$ cat config.mk
export PLATFORM = sky130hd
export DESIGN_NAME = two_party_consensus_safety_fsm
export DESIGN_NICKNAME = d
export VERILOG_FILES = /design/src/design/tpcs_pkg.sv /design/src/design/two_party_consensus_safety_fsm.sv
export VERILOG_INCLUDE_DIRS = /design/src /design/src/design
export SDC_FILE = /design/constraint.sdc
export NUM_CORES = 1
export LEC_CHECK = 0
export BUFFER_PORTS_ARGS = -buffer_cell sky130_fd_sc_hd__clkbuf_2
export CORE_MARGIN = 2
export CORE_UTILIZATION = 50
export CTS_CLUSTER_DIAMETER = 150
export DETAILED_ROUTE_END_ITERATION = 6
export PLACE_DENSITY_LB_ADDON = 0.15
export SLEW_MARGIN = 20
export SYNTH_ARGS = -nofsm -noshare
export SYNTH_HDL_FRONTEND = slang
export SYNTH_SLANG_ARGS = --single-unit
$ cat constraint.sdc
create_clock -name i_clk -period 4.6 [get_ports i_clk]
set_clock_uncertainty 0.2 [all_clocks]
set_input_delay 0.23 -clock i_clk [delete_from_list [all_inputs] [get_ports i_clk]]
set_output_delay 0.23 -clock i_clk [all_outputs]
set_load 0.01 [all_outputs]
$ cat src/design/two_party_consensus_safety_fsm_macros.svh
// Assertion macros shared by the safety consensus design.
// Each macro expects a clock named i_clk and an active-low reset named i_rst_n.
`ifndef TWO_PARTY_CONSENSUS_SAFETY_FSM_MACROS_SVH
`define TWO_PARTY_CONSENSUS_SAFETY_FSM_MACROS_SVH

// The consequent must hold in the same cycle as the antecedent.
`define TPCS_ASSERT_SAME(label, ante, cons) \
    label: assert property (@(posedge i_clk) disable iff (!i_rst_n) (ante) |-> (cons)) \
        else $error("safety consensus check failed");

// The consequent must hold in the cycle after the antecedent.
`define TPCS_ASSERT_NEXT(label, ante, cons) \
    label: assert property (@(posedge i_clk) disable iff (!i_rst_n) (ante) |=> (cons)) \
        else $error("safety consensus check failed");

`endif

$ cat src/design/tpcs_pkg.sv
package tpcs_pkg;

    localparam int ID_BITS       = 8;
    localparam int TIMER_BITS    = 12;
    localparam int TTC_BITS      = 14;
    localparam int ACT_BITS      = 2;
    localparam int CFG_IDX_BITS  = 2;
    localparam int CFG_DATA_BITS = (ID_BITS > TIMER_BITS) ? ID_BITS : TIMER_BITS;

    localparam logic [TIMER_BITS-1:0] CONSENSUS_RESET  = TIMER_BITS'(150);
    localparam logic [TIMER_BITS-1:0] CLEAR_HOLD_RESET = TIMER_BITS'(1000);
    localparam logic [TIMER_BITS-1:0] RELAY_RESET      = TIMER_BITS'(250);
    localparam logic [TTC_BITS-1:0]   TTC_MAX          = TTC_BITS'(10000);

    // Action codes.
    localparam logic [ACT_BITS-1:0] ACT_BRAKE   = 2'd0;
    localparam logic [ACT_BITS-1:0] ACT_RIGHT   = 2'd1;
    localparam logic [ACT_BITS-1:0] ACT_LEFT    = 2'd2;
    localparam logic [ACT_BITS-1:0] ACT_INVALID = 2'd3;
    localparam logic [ACT_BITS-1:0] ACT_ESTOP   = 2'd3;

    typedef enum logic [1:0] {
        OP_ASSESS    = 2'd0,
        OP_PEER      = 2'd1,
        OP_TICK      = 2'd2,
        OP_SENT_DONE = 2'd3
    } t_op;

    typedef enum logic [1:0] {
        M_MON  = 2'd0,
        M_PROP = 2'd1,
        M_EXEC = 2'd2,
        M_STOP = 2'd3
    } t_mode;

    typedef enum logic [1:0] {
        EV_NONE = 2'd0,
        EV_EXEC = 2'd1,
        EV_STOP = 2'd2
    } t_event;

    typedef enum logic [1:0] {
        RSN_MATCH       = 2'd0,
        RSN_TIMEOUT     = 2'd1,
        RSN_TIMEOUT_NOK = 2'd2
    } t_reason;

    typedef enum logic [CFG_IDX_BITS-1:0] {
        CFG_LOCAL_ID    = 2'd0,
        CFG_CONSENSUS   = 2'd1,
        CFG_CLEAR_HOLD  = 2'd2,
        CFG_RELAY       = 2'd3
    } t_cfg_reg;

    typedef struct packed {
        t_op                  operation;
        logic                 collision;
        logic [ID_BITS-1:0]   first_car;
        logic [ID_BITS-1:0]   second_car;
        logic [ACT_BITS-1:0]  first_action;
        logic [ACT_BITS-1:0]  second_action;
        logic [TTC_BITS-1:0]  collision_time_ms;
        logic [ID_BITS-1:0]   sender_car;
        logic                 send_ok;
    } t_in_item;

    typedef struct packed {
        t_event               event_kind;
        logic [ACT_BITS-1:0]  vehicle_action;
        logic [TTC_BITS-1:0]  event_time_ms;
        t_reason              event_reason;
        t_mode                safety_mode;
        logic                 proposal_due;
        logic                 execution_due;
    } t_out_item;

endpackage

$ cat src/design/two_party_consensus_safety_fsm.sv
// Two-party consensus safety machine.
// Items arrive on the input channel (i_in_valid, o_in_stall, i_in_item) and every
// accepted item gives exactly one result item on the output channel
// (o_out_valid, i_out_stall, o_out_item). An item is taken at a rising edge where
// valid is high and stall is low.
// An accepted item is held in the input register, is evaluated against
// the machine state by a single pass of compare and counter logic, and its result
// is captured in the output register together with the new state once the
// evaluation stage advances. Each item passes through the input register and then
// the output register, and one item can be taken in every cycle, limited only by
// the output register draining.
// When the receiver stalls, the output register holds its result and the input
// register keeps one further item; the input channel stalls only once both are
// full. Configuration registers are written through i_cfg_we, i_cfg_index and
// i_cfg_wdata, and must only be written while no item is in flight.
// Reset (synchronous, active low) returns the machine to monitoring with no
// pending proposal, clears both channel registers and loads the default timeout,
// clear-hold and relay-window settings.
module two_party_consensus_safety_fsm (
    input  logic                                i_clk,
    input  logic                                i_rst_n,
    input  logic                                i_in_valid,
    output logic                                o_in_stall,
    input  tpcs_pkg::t_in_item                  i_in_item,
    output logic                                o_out_valid,
    input  logic                                i_out_stall,
    output tpcs_pkg::t_out_item                 o_out_item,
    input  logic                                i_cfg_we,
    input  logic [tpcs_pkg::CFG_IDX_BITS-1:0]   i_cfg_index,
    input  logic [tpcs_pkg::CFG_DATA_BITS-1:0]  i_cfg_wdata
);

`include "two_party_consensus_safety_fsm_macros.svh"

    // Configuration registers.
    logic [tpcs_pkg::ID_BITS-1:0]    r_local_car_id;
    logic [tpcs_pkg::TIMER_BITS-1:0] r_consensus_ticks;
    logic [tpcs_pkg::TIMER_BITS-1:0] r_clear_hold_ticks;
    logic [tpcs_pkg::TIMER_BITS-1:0] r_relay_ticks;

    // Channel registers.
    logic                 r_in_valid;
    tpcs_pkg::t_in_item   r_in;
    logic                 r_out_valid;
    tpcs_pkg::t_out_item  r_out;
    tpcs_pkg::t_out_item  n_out;

    // Machine state and its next value.
    tpcs_pkg::t_mode                 r_mode, n_mode;
    logic                            r_pending_valid, n_pending_valid;
    logic                            r_proposal_sent, n_proposal_sent;
    logic [tpcs_pkg::ID_BITS-1:0]    r_pending_first, n_pending_first;
    logic [tpcs_pkg::ID_BITS-1:0]    r_pending_second, n_pending_second;
    logic [2*tpcs_pkg::ACT_BITS-1:0] r_pending_actions, n_pending_actions;
    logic [tpcs_pkg::TTC_BITS-1:0]   r_pending_time, n_pending_time;
    logic [tpcs_pkg::TIMER_BITS-1:0] r_deadline_left, n_deadline_left;
    logic [tpcs_pkg::TIMER_BITS-1:0] r_relay_left, n_relay_left;
    logic                            r_clear_active, n_clear_active;
    logic [tpcs_pkg::TIMER_BITS-1:0] r_clear_elapsed, n_clear_elapsed;
    logic [tpcs_pkg::ACT_BITS-1:0]   r_committed, n_committed;

    // The evaluation stage moves forward unless a finished result is still held
    // by a stalling receiver.
    logic w_advance;
    logic w_in_take;

    assign w_advance   = r_in_valid && !(r_out_valid && i_out_stall);
    assign o_in_stall  = r_in_valid && !w_advance;
    assign w_in_take   = i_in_valid && !o_in_stall;
    assign o_out_valid = r_out_valid;
    assign o_out_item  = r_out;

    // Configuration writes. Data above a register's width is dropped.
    always_ff @(posedge i_clk) begin
        if (!i_rst_n) begin
            r_local_car_id     <= '0;
            r_consensus_ticks  <= tpcs_pkg::CONSENSUS_RESET;
            r_clear_hold_ticks <= tpcs_pkg::CLEAR_HOLD_RESET;
            r_relay_ticks      <= tpcs_pkg::RELAY_RESET;
        end else if (i_cfg_we) begin
            case (tpcs_pkg::t_cfg_reg'(i_cfg_index))
                tpcs_pkg::CFG_LOCAL_ID: begin
                    r_local_car_id <= i_cfg_wdata[tpcs_pkg::ID_BITS-1:0];
                end
                tpcs_pkg::CFG_CONSENSUS: begin
                    r_consensus_ticks <= i_cfg_wdata[tpcs_pkg::TIMER_BITS-1:0];
                end
                tpcs_pkg::CFG_CLEAR_HOLD: begin
                    r_clear_hold_ticks <= i_cfg_wdata[tpcs_pkg::TIMER_BITS-1:0];
                end
                tpcs_pkg::CFG_RELAY: begin
                    r_relay_ticks <= i_cfg_wdata[tpcs_pkg::TIMER_BITS-1:0];
                end
                default: begin
                end
            endcase
        end
    end

    // Input register.
    always_ff @(posedge i_clk) begin
        if (!i_rst_n) begin
            r_in_valid <= 1'b0;
        end else begin
            r_in_valid <= w_in_take || (r_in_valid && !w_advance);
        end
        if (w_in_take) begin
            r_in <= i_in_item;
        end
    end

    // Output register.
    always_ff @(posedge i_clk) begin
        if (!i_rst_n) begin
            r_out_valid <= 1'b0;
        end else if (w_advance) begin
            r_out_valid <= 1'b1;
        end else if (!i_out_stall) begin
            r_out_valid <= 1'b0;
        end
        if (w_advance) begin
            r_out <= n_out;
        end
    end

    // State register: it moves only when an item is evaluated.
    always_ff @(posedge i_clk) begin
        if (!i_rst_n) begin
            r_mode            <= tpcs_pkg::M_MON;
            r_pending_valid   <= 1'b0;
            r_proposal_sent   <= 1'b0;
            r_pending_first   <= '0;
            r_pending_second  <= '0;
            r_pending_actions <= '0;
            r_pending_time    <= '0;
            r_deadline_left   <= '0;
            r_relay_left      <= '0;
            r_clear_active    <= 1'b0;
            r_clear_elapsed   <= '0;
            r_committed       <= '0;
        end else if (w_advance) begin
            r_mode            <= n_mode;
            r_pending_valid   <= n_pending_valid;
            r_proposal_sent   <= n_proposal_sent;
            r_pending_first   <= n_pending_first;
            r_pending_second  <= n_pending_second;
            r_pending_actions <= n_pending_actions;
            r_pending_time    <= n_pending_time;
            r_deadline_left   <= n_deadline_left;
            r_relay_left      <= n_relay_left;
            r_clear_active    <= n_clear_active;
            r_clear_elapsed   <= n_clear_elapsed;
            r_committed       <= n_committed;
        end
    end

    // Single evaluation pass for the item in the input register. The statements
    // follow one another as the machine reacts: first the item itself, then the
    // deadline check, then the end of the relay window.
    always_comb begin
        logic                            bad_act;
        logic [2*tpcs_pkg::ACT_BITS-1:0] acts;
        logic [tpcs_pkg::TTC_BITS-1:0]   ttc;
        logic                            local_first;
        logic [tpcs_pkg::ID_BITS-1:0]    peer_id;
        logic                            due;

        n_mode            = r_mode;
        n_pending_valid   = r_pending_valid;
        n_proposal_sent   = r_proposal_sent;
        n_pending_first   = r_pending_first;
        n_pending_second  = r_pending_second;
        n_pending_actions = r_pending_actions;
        n_pending_time    = r_pending_time;
        n_deadline_left   = r_deadline_left;
        n_relay_left      = r_relay_left;
        n_clear_active    = r_clear_active;
        n_clear_elapsed   = r_clear_elapsed;
        n_committed       = r_committed;

        n_out = '0;
        n_out.event_kind   = tpcs_pkg::EV_NONE;
        n_out.event_reason = tpcs_pkg::RSN_MATCH;

        bad_act = (r_in.first_action == tpcs_pkg::ACT_INVALID) ||
                  (r_in.second_action == tpcs_pkg::ACT_INVALID);
        acts    = {r_in.second_action, r_in.first_action};
        ttc     = (r_in.collision_time_ms > tpcs_pkg::TTC_MAX) ?
                  tpcs_pkg::TTC_MAX : r_in.collision_time_ms;
        local_first = (r_pending_first == r_local_car_id);
        peer_id     = local_first ? r_pending_second : r_pending_first;
        due = r_pending_valid && ((r_mode == tpcs_pkg::M_PROP) ||
              ((r_mode == tpcs_pkg::M_EXEC) && (r_relay_left != '0)));

        case (r_in.operation)
            tpcs_pkg::OP_ASSESS: begin
                if (!(r_in.collision && bad_act)) begin
                    if ((r_mode == tpcs_pkg::M_EXEC) || (r_mode == tpcs_pkg::M_STOP)) begin
                        // Counting clear time before standing down.
                        if (r_in.collision) begin
                            n_clear_active = 1'b0;
                        end else if (!r_clear_active) begin
                            n_clear_active  = 1'b1;
                            n_clear_elapsed = '0;
                        end else if (r_clear_elapsed >= r_clear_hold_ticks) begin
                            n_mode          = tpcs_pkg::M_MON;
                            n_pending_valid = 1'b0;
                            n_proposal_sent = 1'b0;
                            n_committed     = tpcs_pkg::ACT_BRAKE;
                            n_clear_active  = 1'b0;
                        end
                    end else if ((r_mode == tpcs_pkg::M_PROP) && r_pending_valid) begin
                        // A proposal is already out; new assessments wait.
                    end else if (!r_in.collision) begin
                        n_mode          = tpcs_pkg::M_MON;
                        n_pending_valid = 1'b0;
                        n_proposal_sent = 1'b0;
                    end else if (!r_pending_valid || (r_pending_first != r_in.first_car) ||
                                 (r_pending_second != r_in.second_car) ||
                                 (r_pending_actions != acts)) begin
                        n_pending_first   = r_in.first_car;
                        n_pending_second  = r_in.second_car;
                        n_pending_actions = acts;
                        n_pending_time    = ttc;
                        n_pending_valid   = 1'b1;
                        n_proposal_sent   = 1'b0;
                        n_deadline_left   = r_consensus_ticks;
                        n_mode            = tpcs_pkg::M_PROP;
                    end
                end
            end
            tpcs_pkg::OP_PEER: begin
                if (!bad_act && (r_in.sender_car != r_local_car_id) &&
                    (r_mode == tpcs_pkg::M_PROP) && r_pending_valid) begin
                    if (r_deadline_left == '0) begin
                        // The peer answered too late.
                        n_mode                = tpcs_pkg::M_STOP;
                        n_committed           = tpcs_pkg::ACT_ESTOP;
                        n_clear_active        = 1'b0;
                        n_pending_valid       = 1'b0;
                        n_proposal_sent       = 1'b0;
                        n_out.event_kind      = tpcs_pkg::EV_STOP;
                        n_out.vehicle_action  = tpcs_pkg::ACT_ESTOP;
                        n_out.event_time_ms   = r_pending_time;
                        n_out.event_reason    = tpcs_pkg::RSN_TIMEOUT;
                    end else if ((r_in.sender_car == peer_id) &&
                                 (acts == r_pending_actions) && r_in.send_ok) begin
                        n_proposal_sent       = 1'b1;
                        n_mode                = tpcs_pkg::M_EXEC;
                        n_committed           = local_first ?
                                                r_pending_actions[1:0] :
                                                r_pending_actions[3:2];
                        n_clear_active        = 1'b0;
                        n_relay_left          = r_relay_ticks;
                        n_out.event_kind      = tpcs_pkg::EV_EXEC;
                        n_out.vehicle_action  = n_committed;
                        n_out.event_time_ms   = r_pending_time;
                        n_out.event_reason    = tpcs_pkg::RSN_MATCH;
                    end
                end
            end
            tpcs_pkg::OP_TICK: begin
                if (r_deadline_left != '0) begin
                    n_deadline_left = r_deadline_left - 1'b1;
                end
                if (r_relay_left != '0) begin
                    n_relay_left = r_relay_left - 1'b1;
                end
                if (r_clear_active && (r_clear_elapsed != '1)) begin
                    n_clear_elapsed = r_clear_elapsed + 1'b1;
                end
            end
            tpcs_pkg::OP_SENT_DONE: begin
                if (r_in.send_ok && due) begin
                    n_proposal_sent = 1'b1;
                end
            end
            default: begin
            end
        endcase

        // Deadline check after any item that raised no event.
        if ((n_out.event_kind == tpcs_pkg::EV_NONE) && (n_mode == tpcs_pkg::M_PROP) &&
            n_pending_valid && (n_deadline_left == '0)) begin
            n_out.event_kind     = tpcs_pkg::EV_STOP;
            n_out.vehicle_action = tpcs_pkg::ACT_ESTOP;
            n_out.event_time_ms  = n_pending_time;
            n_out.event_reason   = n_proposal_sent ? tpcs_pkg::RSN_TIMEOUT :
                                                     tpcs_pkg::RSN_TIMEOUT_NOK;
            n_mode              = tpcs_pkg::M_STOP;
            n_committed         = tpcs_pkg::ACT_ESTOP;
            n_clear_active      = 1'b0;
            n_pending_valid     = 1'b0;
            n_proposal_sent     = 1'b0;
        end

        // Relaying stops once the window after a commit has run out.
        if ((n_mode == tpcs_pkg::M_EXEC) && n_pending_valid && (n_relay_left == '0)) begin
            n_pending_valid = 1'b0;
        end

        n_out.safety_mode   = n_mode;
        n_out.proposal_due  = n_pending_valid && ((n_mode == tpcs_pkg::M_PROP) ||
                              ((n_mode == tpcs_pkg::M_EXEC) && (n_relay_left != '0)));
        n_out.execution_due = (n_mode == tpcs_pkg::M_EXEC) || (n_mode == tpcs_pkg::M_STOP);
    end

    // Proposing always has a proposal behind it.
    `TPCS_ASSERT_SAME(a_prop_has_pending, r_mode == tpcs_pkg::M_PROP, r_pending_valid)

    // The held result reports the mode that the state register now holds.
    `TPCS_ASSERT_SAME(a_out_mode_matches, r_out_valid, r_out.safety_mode == r_mode)

    // A commit to execute is reported only together with the execute mode.
    `TPCS_ASSERT_SAME(a_exec_event_mode,
        r_out_valid && (r_out.event_kind == tpcs_pkg::EV_EXEC),
        (r_out.safety_mode == tpcs_pkg::M_EXEC) && r_out.execution_due)

    // An emergency stop event always carries the stop action.
    `TPCS_ASSERT_SAME(a_stop_event_action,
        r_out_valid && (r_out.event_kind == tpcs_pkg::EV_STOP),
        (r_out.vehicle_action == tpcs_pkg::ACT_ESTOP) && (r_out.safety_mode == tpcs_pkg::M_STOP))

    // An item that can move on always lands in the output register.
    `TPCS_ASSERT_NEXT(a_advance_fills_out, w_advance, r_out_valid)

endmodule
# Word-level counts from Yosys, hierarchy flattened
# Cells that the tools add are included.
# Widths: inputs -> output; s select.
dict set report word_totals {
  register_bits 191
  input_bits 65
  output_inout_bits 26
}
dict set report op_classes {
  n_addsub 3
  n_lt_le_gt_ge 2
  n_eq_ne 33
  mux 85
  bitwise 3
  reduce_logical 54
}
# cell n
set op_table {}
lappend op_table {{$mux 12} 15}
lappend op_table {{$mux 14} 7}
lappend op_table {{$pmux 12 s2} 3}
lappend op_table {{$mux 20} 3}
lappend op_table {{$logic_not 12->1} 3}
lappend op_table {{$mux 1} 36}
lappend op_table {{$reduce_bool 12->1} 3}
lappend op_table {{$mux 2} 14}
lappend op_table {{$ne 8x8->1} 3}
lappend op_table {{$sub 12x1->12 const B} 2}
lappend op_table {{$logic_and 1x1->1} 22}
lappend op_table {{$eq 2x2->1 const B} 10}
lappend op_table {{$mux 19} 1}
lappend op_table {{$eq 8x8->1} 2}
lappend op_table {{$mux 16} 1}
lappend op_table {{$gt 14x14->1 const B} 1}
lappend op_table {{$reduce_and 7->1} 2}
lappend op_table {{$add 12x1->12 const B} 1}
lappend op_table {{$ge 12x12->1} 1}
lappend op_table {{$ne 12x12->1 const B} 1}
lappend op_table {{$eq 2x1->1 const B} 5}
lappend op_table {{$ne 2x2->1 const B} 5}
lappend op_table {{$logic_or 1x1->1} 9}
lappend op_table {{$ne 3x3->1 const B} 3}
lappend op_table {{other kinds (15)} 27}

# Logic depth before layout (Yosys ltp)
# Gate-level depths: netlist (run 1).
dict set report depth {
  word_depth 20
  ltp_mapped 13
}

# Worst setup path before layout (run 1)
# No wires, ideal clock.
dict set report synth_path {
  path_type {flip-flop to flip-flop}
  from {register r_deadline_left[0] (netlist name)}
  to {register r_out (netlist bit o_out_item[10]), data pin}
  t_arrival_ps 2992
  t_required_ps 4130
  slack_ps 1139
  stages_incl_launch_ff 14
  path_buffers 2
  synth_period_minus_slack_ps 3461
  path_cell_list {dfxtp_1 > inv_1 > ha_1 > or4b_1 > buf_2 > nor3_1 > o2111ai_1 > o211a_1 > a221oi_1 > or2_2 > nor4_4 > a31oi_4 > buf_4 > o22ai_1}
}
# item line_no
set synth_rtl {}
lappend synth_rtl {{from (decl)} two_party_consensus_safety_fsm.sv:56} ;# logic [tpcs_pkg::TIMER_BITS-1:0] r_deadline_left, n_deadline_left;
lappend synth_rtl {{from (signal assigned)} two_party_consensus_safety_fsm.sv:149} ;# r_deadline_left <= n_deadline_left;
lappend synth_rtl {{to (signal assigned)} two_party_consensus_safety_fsm.sv:122} ;# r_out <= n_out;
lappend synth_rtl {{to (decl)} two_party_consensus_safety_fsm.sv:45} ;# tpcs_pkg::t_out_item r_out;

==> results.txt, run 1 <==
Die W: 140 um
WL/cell: 17.1 um
Setup TNS: 0 ps
First-pass GRT wire length: 39.2 mm
Final worst path period need: 4030 ps
Setup Viol. Count Final: 0
Core area: 0.0181 mm2
Post-layout net count: 1,268
Number of synthesized flops with an enable pin: 69
Starting Density: 0.513
Worst Path Max Fanout: 11
Final-report hold violation count: 0
Worst vdd ir: 0.278 mV
Routed Antenna Nets: 0
Core Util, Final: 0.619
FF-to-FF path depth: 11
H-tree lvl count: 4
Initial antenna violation count: 0
Met1 Track Usage GR: 0.340
Worst Path Required: 4670 ps
Slew Limit Fails: 0
IO Count: 91
Cell accounting for the most synthesized area: dfxtp_1
Syn Area/Cell: 8.94 um2
Most frequent cells in the layout: 170 x nand2_1, 121 x dfxtp_1, 95 x a21oi_1, 91 x nor2_1, 90 x clkbuf_2
Num CTS Buffers: 17
CTS tree: built
Post-DP Area: 0.0100 mm2
Dominant cells by area after synthesis: dfxtp_1 26%, edfxtp_1 22%, nand2_1 6.9%
Reg clk slew, reported paths: 70 ps
Global routing met2 resource utilization: 0.406
Die area: 0.0197 mm2
Leakage: 0.00433 uW
Hold WC Path Type: input pin to flip-flop
Largest net degree at the start of global routing: 58
Worst-case clock buffer depth: 2
Grt met3 use: 0.0537
Cell Pwr Density: 343 mW/mm2
CP Launch Type: flip-flop
Crit path DAT: 4100 ps
TritonCTS Sinks: 190
Row count: 49
Slew @ Worst Pin: 962 ps
Routed vias/inst: 5.66
Cell area after layout: 0.0112 mm2
Fmax: 248 MHz
Share of the synthesized area in the top cell type: 0.260
Register area: 0.00449 mm2
Area of the multi-input gates: 0.00442 mm2
Share of layout cells above drive strength 1: 0.133
Root Driver: clkbuf_16
Tot GR Track Use: 0.251
Number of port buffers: 90
Cell count after synthesis: 1,041
Hold WS: 126 ps
Rel. slew slack: 0.359
Seq cells post-synth: 190
DRC viols: 0
Total grt overflow: 0
Die height: 140 um
Max-cap violations: 0
Post-Syn Area: 0.00931 mm2
Area Overhead vs Synth: 20.7%
Post-DP HPWL: 16.9 mm
Starting DRT DRC Count: 459
Ys Warns: 0
Commonest non-fill, non-tap cell in the layout: nand2_1
First-pass DRT Iterations: 5
Primary FF master, synth: dfxtp_1
Final RePlAce weighted congestion: 0.927
N_diodes: 0
Syn Nets: 1,126
Worst Setup End Kind: flip-flop
Clk_lat worst skew: 440 ps
Fin crit share: 0.876
Async SR Flop Fraction: 0
Setup Crit Path Kind: flip-flop to flip-flop
RSZ-0062 raised after global routing: no
Fill cell total of the finished layout: 1,535
Sequential fraction of the synthesis area: 0.483
Number of global-route vias before repair: 7,631
Synth cell types: 70
WL final: 24.4 mm
Via count: 8,069
Gr busiest metal: met2
Status: finished clean
Hold Path Depth: 4
power by group:
part           internal [uW]  switching [uW]
sequential              1800            57.1
clock                    851             674
combinational            198             270
total                   2850            1000
metal layers:
layer,routed length (um),up-vias
met5,0,-
met4,435,0
met3,1510,31
met1,11100,3785
li1,-,3988
met2,11400,265
state kept, by name, summed over array words and instances, names as in the netlist:
name / flops
r_clear_active: 1
r_mode: 2
r_deadline_left: 12
r_clear_elapsed: 12
r_pending_second: 8
r_pending_actions: 4
r_in: 46
o_out_valid: 1
r_in_valid: 1
r_clear_hold_ticks: 12
o_out_item: 23
r_pending_time: 14
r_relay_ticks: 12
r_pending_first: 8
r_local_car_id: 8
r_relay_left: 12
r_proposal_sent: 1
r_pending_valid: 1
r_consensus_ticks: 12
worst max-delay path, cell delays in order, from the launching register on:
cell      delay [ps]
edfxtp_1         430
inv_1            110
ha_1             390
nand2_1          140
o32ai_2          410
inv_1            130
a21o_1           210
o21a_1           180
or4_1            550
nor2_1           400
nand3_1          390
o32ai_2          310
per-stage QoR:
stage / total power (uW) / setup slack (ps) / std cells
floorplan: 2170 / 1140 / 1041
CTS: 3870 / 604 / 1425
detailed placement: 2320 / 652 / 1333
global placement: 2310 / 553 / 1333
global route: 3990 / 187 / 1425
finish: 3850 / 573 / 1425
final cells by class:
class                   instances  area share
inverters                      56      0.0187
clock buffers                  21      0.0411
multi-input cells             745       0.393
flip-flops and latches        190       0.400
clock inverters                11      0.0126
well taps                     229      0.0255
repair buffers                173       0.109
path summary, 6_finish.rpt:
kind	slack, ps	start	to
hold reg to reg	250	r_pending_time[7]	r_pending_time[7]
hold / removal	130	i_cfg_index[0]	r_clear_hold_ticks[0]
setup / recovery	570	r_in[44]	o_out_item[17]
setup reg to reg	570	r_in[44]	o_out_item[17]
cells in the mapped netlist, types with 3 or more instances:
master / instances
and2_1: 5
a32oi_1: 3
o21a_1: 3
nor2_1: 93
nand2_1: 170
nand4_1: 18
a22oi_1: 6
clkbuf_1: 39
o22ai_1: 13
nand3_1: 43
mux2i_1: 13
and4_1: 4
inv_1: 53
clkinv_1: 3
a31oi_1: 8
a21o_1: 6
xor2_1: 26
a41oi_1: 3
a211oi_1: 16
a22o_1: 3
or4_1: 5
o21ai_0: 30
nor2b_1: 8
a21oi_1: 95
a221oi_1: 6
ha_1: 20
nor3_1: 16
o31ai_1: 4
a2111oi_0: 6
nand4b_1: 3
dfxtp_1: 121
nand2b_1: 4
o211ai_1: 9
a211o_1: 3
xnor2_1: 39
edfxtp_1: 69
or3_1: 5
buf_1: 6
nor4_1: 16
and3_1: 8
logic make-up (layout without fill, tap and decap cells):
logic type                 after synthesis  in the layout  share of synthesized area
and+or+nand+nor                        411            411                      0.207
AOI/OAI and AO/OA                      236            236                      0.164
DFF                                    190            190                      0.483
buffers and inverters                  106            261                     0.0439
xor gates and xnor gates                65             65                     0.0611
adders and majority gates               20             20                     0.0269
muxes                                   13             13                     0.0140
timing repair:
action,4_1_cts,5_1_grt
hold buffers,60,0
hold endpoints to repair,92,0
gates resized for setup,0,0
buffers inserted,0,0
(Power assumes the default switching activity.)
==> run 2, diff against run 1 <==
clock period = 4.45 ns   (was 4.6 ns; I/O delays follow)
==> run 2 against run 1 <==
  * Routed wire length rose by 1.3%
  * Core utilization rose by 0.12 points
  * The run now ends with DRC left
  * Count of clock-buffer cells in the layout fell by 4
  * Setup slack got worse by 200 ps
  * Sequential share of layout area down 0.080 points
  * Maximum frequency shrank 1.1%
==> results.txt, run 2 (synthesis gave the netlist of run 1 again) <==
Cells after DPL: 1,339 (was 1,333)
RSZ-0062 raised after global routing: no (unchanged)
Number of global-route vias before repair: 7,610 (was 7,631)
Register area: 0.00449 mm2 (unchanged)
Fmax: 245 MHz (was 248 MHz)
Worst Path Max Fanout: 9 (was 11)
Hold WC Path Type: input pin to flip-flop (unchanged)
H-tree lvl count: 4 (unchanged)
Hold Path Depth: 4 (unchanged)
Slowest cell on the critical path: nor4_1 (was or4_1)
Crit path largest cell delay: 590 ps (was 550 ps)
Die height: 140 um (unchanged)
Hold WS: 116 ps (was 126 ps)
Cell Pwr Density: 346 mW/mm2 (was 343 mW/mm2)
Largest net degree at the start of global routing: 47 (was 58)
Post-route setup slack: 376 ps (was 573 ps)
Die area: 0.0197 mm2 (unchanged)
Rel. slew slack: 0.457 (was 0.359)
Number of flip-flops in the largest register: 46 (unchanged)
Starting DRT DRC Count: 725 (was 459)
Reg clk slew, reported paths: 80 ps (was 70 ps)
Total grt overflow: 0 (unchanged)
Slew @ Worst Pin: 813 ps (was 962 ps)
Worst Path Required: 4510 ps (was 4670 ps)
Clk_lat worst skew: 440 ps (about the same)
Core area: 0.0181 mm2 (unchanged)
Row count: 49 (unchanged)
Routed vias/inst: 5.71 (was 5.66)
Die W: 140 um (unchanged)
CTS tree: built (unchanged)
Post-layout net count: 1,274 (was 1,268)
Setup Crit Path Kind: flip-flop to flip-flop (unchanged)
Slew Limit Fails: 0 (unchanged)
Number of port buffers: 90 (unchanged)
Crit path DAT: 4140 ps (was 4100 ps)
First-pass GRT wire length: 39.7 mm (was 39.2 mm)
Via count: 8,175 (was 8,069)
N_diodes: 0 (unchanged)
Fin crit share: 0.915 (was 0.876)
FF-to-FF path depth: 10 (was 11)
Worst-case clock buffer depth: 2 (unchanged)
TritonCTS Sinks: 190 (unchanged)
First-pass DRT Iterations: 7 (was 5)
Failing checks: DRC
Status: finished with violations (was finished clean)
CP cell instances: xor2_1, nor4_1, and3_1, a21boi_1, buf_4, a221oi_1, nand3_1, nor4_4, nand3_1, o32ai_2 (was inv_1, ha_1, nand2_1, o32ai_2, inv_1, a21o_1, o21a_1, or4_1, nor2_1, nand3_1, o32ai_2)
Tot GR Track Use: 0.255 (was 0.251)
WL final: 24.7 mm (was 24.4 mm)
WL/cell: 17.3 um (was 17.1 um)
Final Non-Filler Cells: 1,431 (was 1,425)
Routed Antenna Nets: 0 (unchanged)
Setup Viol. Count Final: 0 (unchanged)
CP most frequent cell: nand3_1
Root Driver: clkbuf_16 (unchanged)
Fill cell total of the finished layout: 1,552 (was 1,535)
IO Count: 91 (unchanged)
Buf/Inv on CP: 1 (was 2)
Final-report hold violation count: 0 (unchanged)
Biggest register: r_in (unchanged)
Worst Setup End Kind: flip-flop (unchanged)
Starting Density: 0.513 (unchanged)
Final worst path period need: 4070 ps (was 4030 ps)
Area of the multi-input gates: 0.00443 mm2 (was 0.00442 mm2)
Worst vdd ir: 0.272 mV (was 0.278 mV)
Most frequent cells in the layout: 170 x nand2_1, 121 x dfxtp_1, 95 x a21oi_1, 90 x nor2_1, 90 x clkbuf_2 (was 170 x nand2_1, 121 x dfxtp_1, 95 x a21oi_1, 91 x nor2_1, 90 x clkbuf_2)
Leakage: 0.00435 uW (was 0.00433 uW)
Crit path depth: 10 (was 11)
Area Overhead vs Synth: 20.9% (was 20.7%)
Num CTS Buffers: 17 (unchanged)
Commonest non-fill, non-tap cell in the layout: nand2_1 (unchanged)
Setup TNS: 0 ps (unchanged)
DRC viols: 5 (was 0)
Top cell family by delay on the critical path: simple AND/OR/NAND/NOR gates (unchanged)
Share of layout cells above drive strength 1: 0.141 (was 0.133)
Final RePlAce weighted congestion: 0.941 (was 0.927)
Pre-CTS WS: 317 ps (was 652 ps)
Post-DP HPWL: 17.3 mm (was 16.9 mm)
CP Launch Type: flip-flop (unchanged)
Max-cap violations: 0 (unchanged)
Initial antenna violation count: 0 (unchanged)
run 2: metal layers:
layer | vias up | track usage | share of wire
met2 | 318 | 0.405 | 0.46
met4 | 0 | 0.0779 | 0.019
met1 | 3809 | 0.348 | 0.45
met3 | 44 | 0.0595 | 0.071
li1 | 4004 | - | -
met5 | - | 0 | 0
run 2: path summary, 6_finish.rpt:
check	start	to	slack (ps)
hold / removal	i_cfg_index[0]	r_clear_hold_ticks[0]	120
hold reg to reg	r_pending_time[2]	r_pending_time[2]	250
setup / recovery	r_in[29]	o_out_item[17]	380
setup reg to reg	r_in[29]	o_out_item[17]	380
run 2: power by group:
group / switching [uW] / internal, uW
clock network: 734 / 743
registers: 58.0 / 1860
logic: 284 / 207
total: 1080 / 2810
run 2: what timing repair did:
| item | CTS | global route |
|---|---|---|
| endpoints found under the setup margin | 0 | 9 |
| hold buffers | 60 | 0 |
| gates resized for setup | 0 | 2 |
| endpoints found under the hold margin | 92 | 0 |
| buffers inserted | 0 | 0 |
run 2: stage by stage:
| step | util | area (um2) | total power [uW] |
|---|---|---|---|
| final | 0.621 | 11300 | 3890 |
| after global routing | 0.621 | 11300 | 4040 |
| after CTS | 0.620 | 11300 | 3910 |
| after detailed placement | 0.555 | 10100 | 2400 |
| after global placement | 0.555 | 10100 | 2400 |
| after floorplan | - | 9310 | 2240 |
run 2: worst reg2reg max path, cell delays in order, from the launching register on:
cell and delay, ps:
edfxtp_1 420, xor2_1 160, nor4_1 590, and3_1 310, a21boi_1 250, buf_4 260
a221oi_1 400, nand3_1 200, nor4_4 450, nand3_1 350, o32ai_2 300
run 2: layout make-up:
type / instances / share of cell area
repair buffers: 179 / 0.113
clock inverters: 15 / 0.0131
multi-input cells: 745 / 0.393
well taps: 229 / 0.0254
clock buffers: 17 / 0.0378
inverters: 56 / 0.0187
flip-flops and latches: 190 / 0.399
==> run 3, diff against run 2 <==
clock period = 4 ns   (was 4.45 ns; I/O delays follow)
==> run 3 against run 2 <==
  * The flow now finishes without violations
  * Core utilization increased by 0.79 points
  * Maximum frequency grew 5.8%
  * Final area grew 1.3%
  * Hold slack worse by 21 ps
  * Critical path depth rose by 3
  * Critical path type unchanged
  * Global-route usage up 0.62 points
  * Cell count increased by 0.49%
  * Largest power group unchanged
  * Register-to-register slack lost 230 ps
  * Sequential power increased by 11%
  * Via count down 0.23%
  * Count of clock-buffer cells in the layout stayed put
  * Combinational power increased by 12%
==> results.txt, run 3 (synthesis gave the netlist of run 1 again) <==
Status: finished clean (was finished with violations)
Num CTS Buffers: 17 (unchanged)
Buf/Inv on CP: 3 (was 1)
Setup Viol. Count Final: 0 (unchanged)
Crit path depth: 13 (was 10)
Final Non-Filler Cells: 1,438 (was 1,431)
CP cell instances: inv_1, ha_1, or4b_1, nor3_1, buf_4, o2111ai_1, o211a_1, a221oi_1, or2_2, nor4_4, buf_4, and2_1, nor4_1 (was xor2_1, nor4_1, and3_1, a21boi_1, buf_4, a221oi_1, nand3_1, nor4_4, nand3_1, o32ai_2)
Post-DP HPWL: 17.6 mm (was 17.3 mm)
N_diodes: 0 (unchanged)
Starting DRT DRC Count: 675 (was 725)
Crit path largest cell delay: 590 ps (about the same)
Area of the multi-input gates: 0.00443 mm2 (about the same)
DRC viols: 0 (was 5)
Hold WC Path Type: input pin to flip-flop (unchanged)
Tot GR Track Use: 0.261 (was 0.255)
Critical Path Start: r_deadline_left[0] (was r_in[29])
Via count: 8,156 (was 8,175)
Die area: 0.0197 mm2 (unchanged)
Setup Crit Path Kind: flip-flop to flip-flop (unchanged)
Worst Path Required: 4020 ps (was 4510 ps)
H-tree lvl count: 4 (unchanged)
Fill cell total of the finished layout: 1,529 (was 1,552)
First-pass GRT wire length: 40.6 mm (was 39.7 mm)
Rel. slew slack: 0.455 (was 0.457)
Post-DP Area: 0.0101 mm2 (about the same)
Slew Limit Fails: 0 (unchanged)
Largest net degree at the start of global routing: 48 (was 47)
Worst vdd ir: 0.300 mV (was 0.272 mV)
Final RePlAce weighted congestion: 0.914 (was 0.941)
Final-report hold violation count: 0 (unchanged)
Net Switching: 1220 uW (was 1080 uW)
Root Driver: clkbuf_16 (unchanged)
Post-layout net count: 1,281 (was 1,274)
Number of flip-flops in the largest register: 46 (unchanged)
FF-to-FF path depth: 13 (was 10)
Hold Path Depth: 4 (unchanged)
R2r endpoint: o_out_item[1] (was o_out_item[17])
Crit path DAT: 3870 ps (was 4140 ps)
Setup crit end: o_out_item[1] (was o_out_item[17])
CP most frequent cell: buf_4 (was nand3_1)
Cells after DPL: 1,343 (was 1,339)
Final worst path period need: 3850 ps (was 4070 ps)
Worst Path Max Fanout: 6 (was 9)
CP Launch Type: flip-flop (unchanged)
Number of global-route vias before repair: 7,790 (was 7,610)
Slew @ Worst Pin: 810 ps (was 813 ps)
CTS tree: built (unchanged)
Top cell family by delay on the critical path: simple AND/OR/NAND/NOR gates (unchanged)
Die W: 140 um (unchanged)
Critical R2R Launch: r_deadline_left[0] (was r_in[29])
Routed Antenna Nets: 0 (unchanged)
RSZ-0062 raised after global routing: no (unchanged)
Reg2Reg Setup Slack: 150 ps (was 380 ps)
Die height: 140 um (unchanged)
WL final: 25.3 mm (was 24.7 mm)
Starting Density: 0.513 (unchanged)
Number of port buffers: 90 (unchanged)
Initial antenna violation count: 0 (unchanged)
Register area: 0.00449 mm2 (unchanged)
Biggest register: r_in (unchanged)
Core area: 0.0181 mm2 (unchanged)
Row count: 49 (unchanged)
IO Count: 91 (unchanged)
Sequential power share: 0.470 (was 0.494)
Commonest non-fill, non-tap cell in the layout: nand2_1 (unchanged)
Logic pwr share: 0.121 (was 0.126)
Share of layout cells above drive strength 1: 0.147 (was 0.141)
Worst Setup End Kind: flip-flop (unchanged)
Slowest cell on the critical path: or4b_1 (was nor4_1)
Cell Pwr Density: 399 mW/mm2 (was 346 mW/mm2)
WL/cell: 17.6 um (was 17.3 um)
Routed vias/inst: 5.67 (was 5.71)
Setup TNS: 0 ps (unchanged)
Cell area after layout: 0.0114 mm2 (was 0.0113 mm2)
Switching Fraction: 0.269 (was 0.277)
Area Overhead vs Synth: 22.5% (was 20.9%)
TritonCTS Sinks: 190 (unchanged)
Internal Pwr Total: 3330 uW (was 2810 uW)
Fmax: 260 MHz (was 245 MHz)
Worst-case clock buffer depth: 2 (unchanged)
First-pass DRT Iterations: 5 (was 7)
Total grt overflow: 0 (unchanged)
Fin crit share: 0.963 (was 0.915)
Reg clk slew, reported paths: 80 ps (about the same)
Most frequent cells in the layout: 170 x nand2_1, 121 x dfxtp_1, 95 x a21oi_1, 90 x nor2_1, 90 x clkbuf_2 (unchanged)
Clk_lat worst skew: 440 ps (about the same)
Leakage: 0.00441 uW (was 0.00435 uW)
Max-cap violations: 0 (unchanged)
Clock power share: 0.409 (was 0.380)
## run 3: timing repair
| action | in CTS | in global routing |
|---|---|---|
| hold endpoints to repair | 102 | 0 |
| pin swaps | 0 | 3 |
| buffers inserted | 0 | 3 |
| resized for setup | 1 | 1 |
| hold buffers | 60 | 0 |
| endpoints found under the setup margin | 1 | 12 |
## run 3: worst reg2reg max path, cell delays in order (launching register included)
cell and delay [ps]:
dfxtp_1 340, inv_1 90, ha_1 230, or4b_1 590, nor3_1 270, buf_4 200
o2111ai_1 220, o211a_1 220, a221oi_1 310, or2_2 200, nor4_4 40, buf_4 170
and2_1 210, nor4_1 340
## run 3: area by class of cell
class	instances	share of cell area
sequential	190	0.394
tap	229	0.0251
timing repair buffer	186	0.117
clock inverter	15	0.0194
inverter	56	0.0184
clock buffer	17	0.0373
multi-input combinational	745	0.389
## run 3: power by group through the flow
stage          Clock (uW)  Combinational [uW]  Sequential, uW
3_5_place_dp            0                 493            2180
4_1_cts              1880                 542            2140
3_3_place_gp            0                 494            2180
2_1_floorplan           0                 325            2160
6_report             1860                 551            2140
5_1_grt              1960                 605            2150
## run 3: metal layers
layer  up-vias  global-route usage  routed length [um]
li1       4016                   -                   -
met1      3806               0.363               11400
met2       301               0.419               11800
met3        33              0.0451                1680
met4         0              0.0779                 487
met5         -                   0                   0
## run 3: per-stage QoR
step	hold slack, ps	setup WS (ps)	util	total power, uW
after detailed placement	179	6.29	0.557	2680
after global placement	176	119	0.557	2680
after global routing	96.0	21.8	0.628	4710
after floorplan	98.9	539	-	2490
after CTS	69.0	65.7	0.626	4560
final	94.7	148	0.628	4550
## run 3: how the worst min path moves through the flow
| stage | from | end | slack, ps |
|---|---|---|---|
| 6_report | i_cfg_index[0] | r_clear_hold_ticks[1] | 90 |
| 5_1_grt | i_rst_n | r_relay_ticks[3] | 100 |
| 4_1_cts | i_rst_n | r_consensus_ticks[7] | 70 |
| 3_5_place_dp | i_in_item[39] | r_in[39] | 180 |
| 3_3_place_gp | i_in_item[0] | r_in[0] | 180 |
| 2_1_floorplan | i_in_item[0] | r_in[0] | 100 |
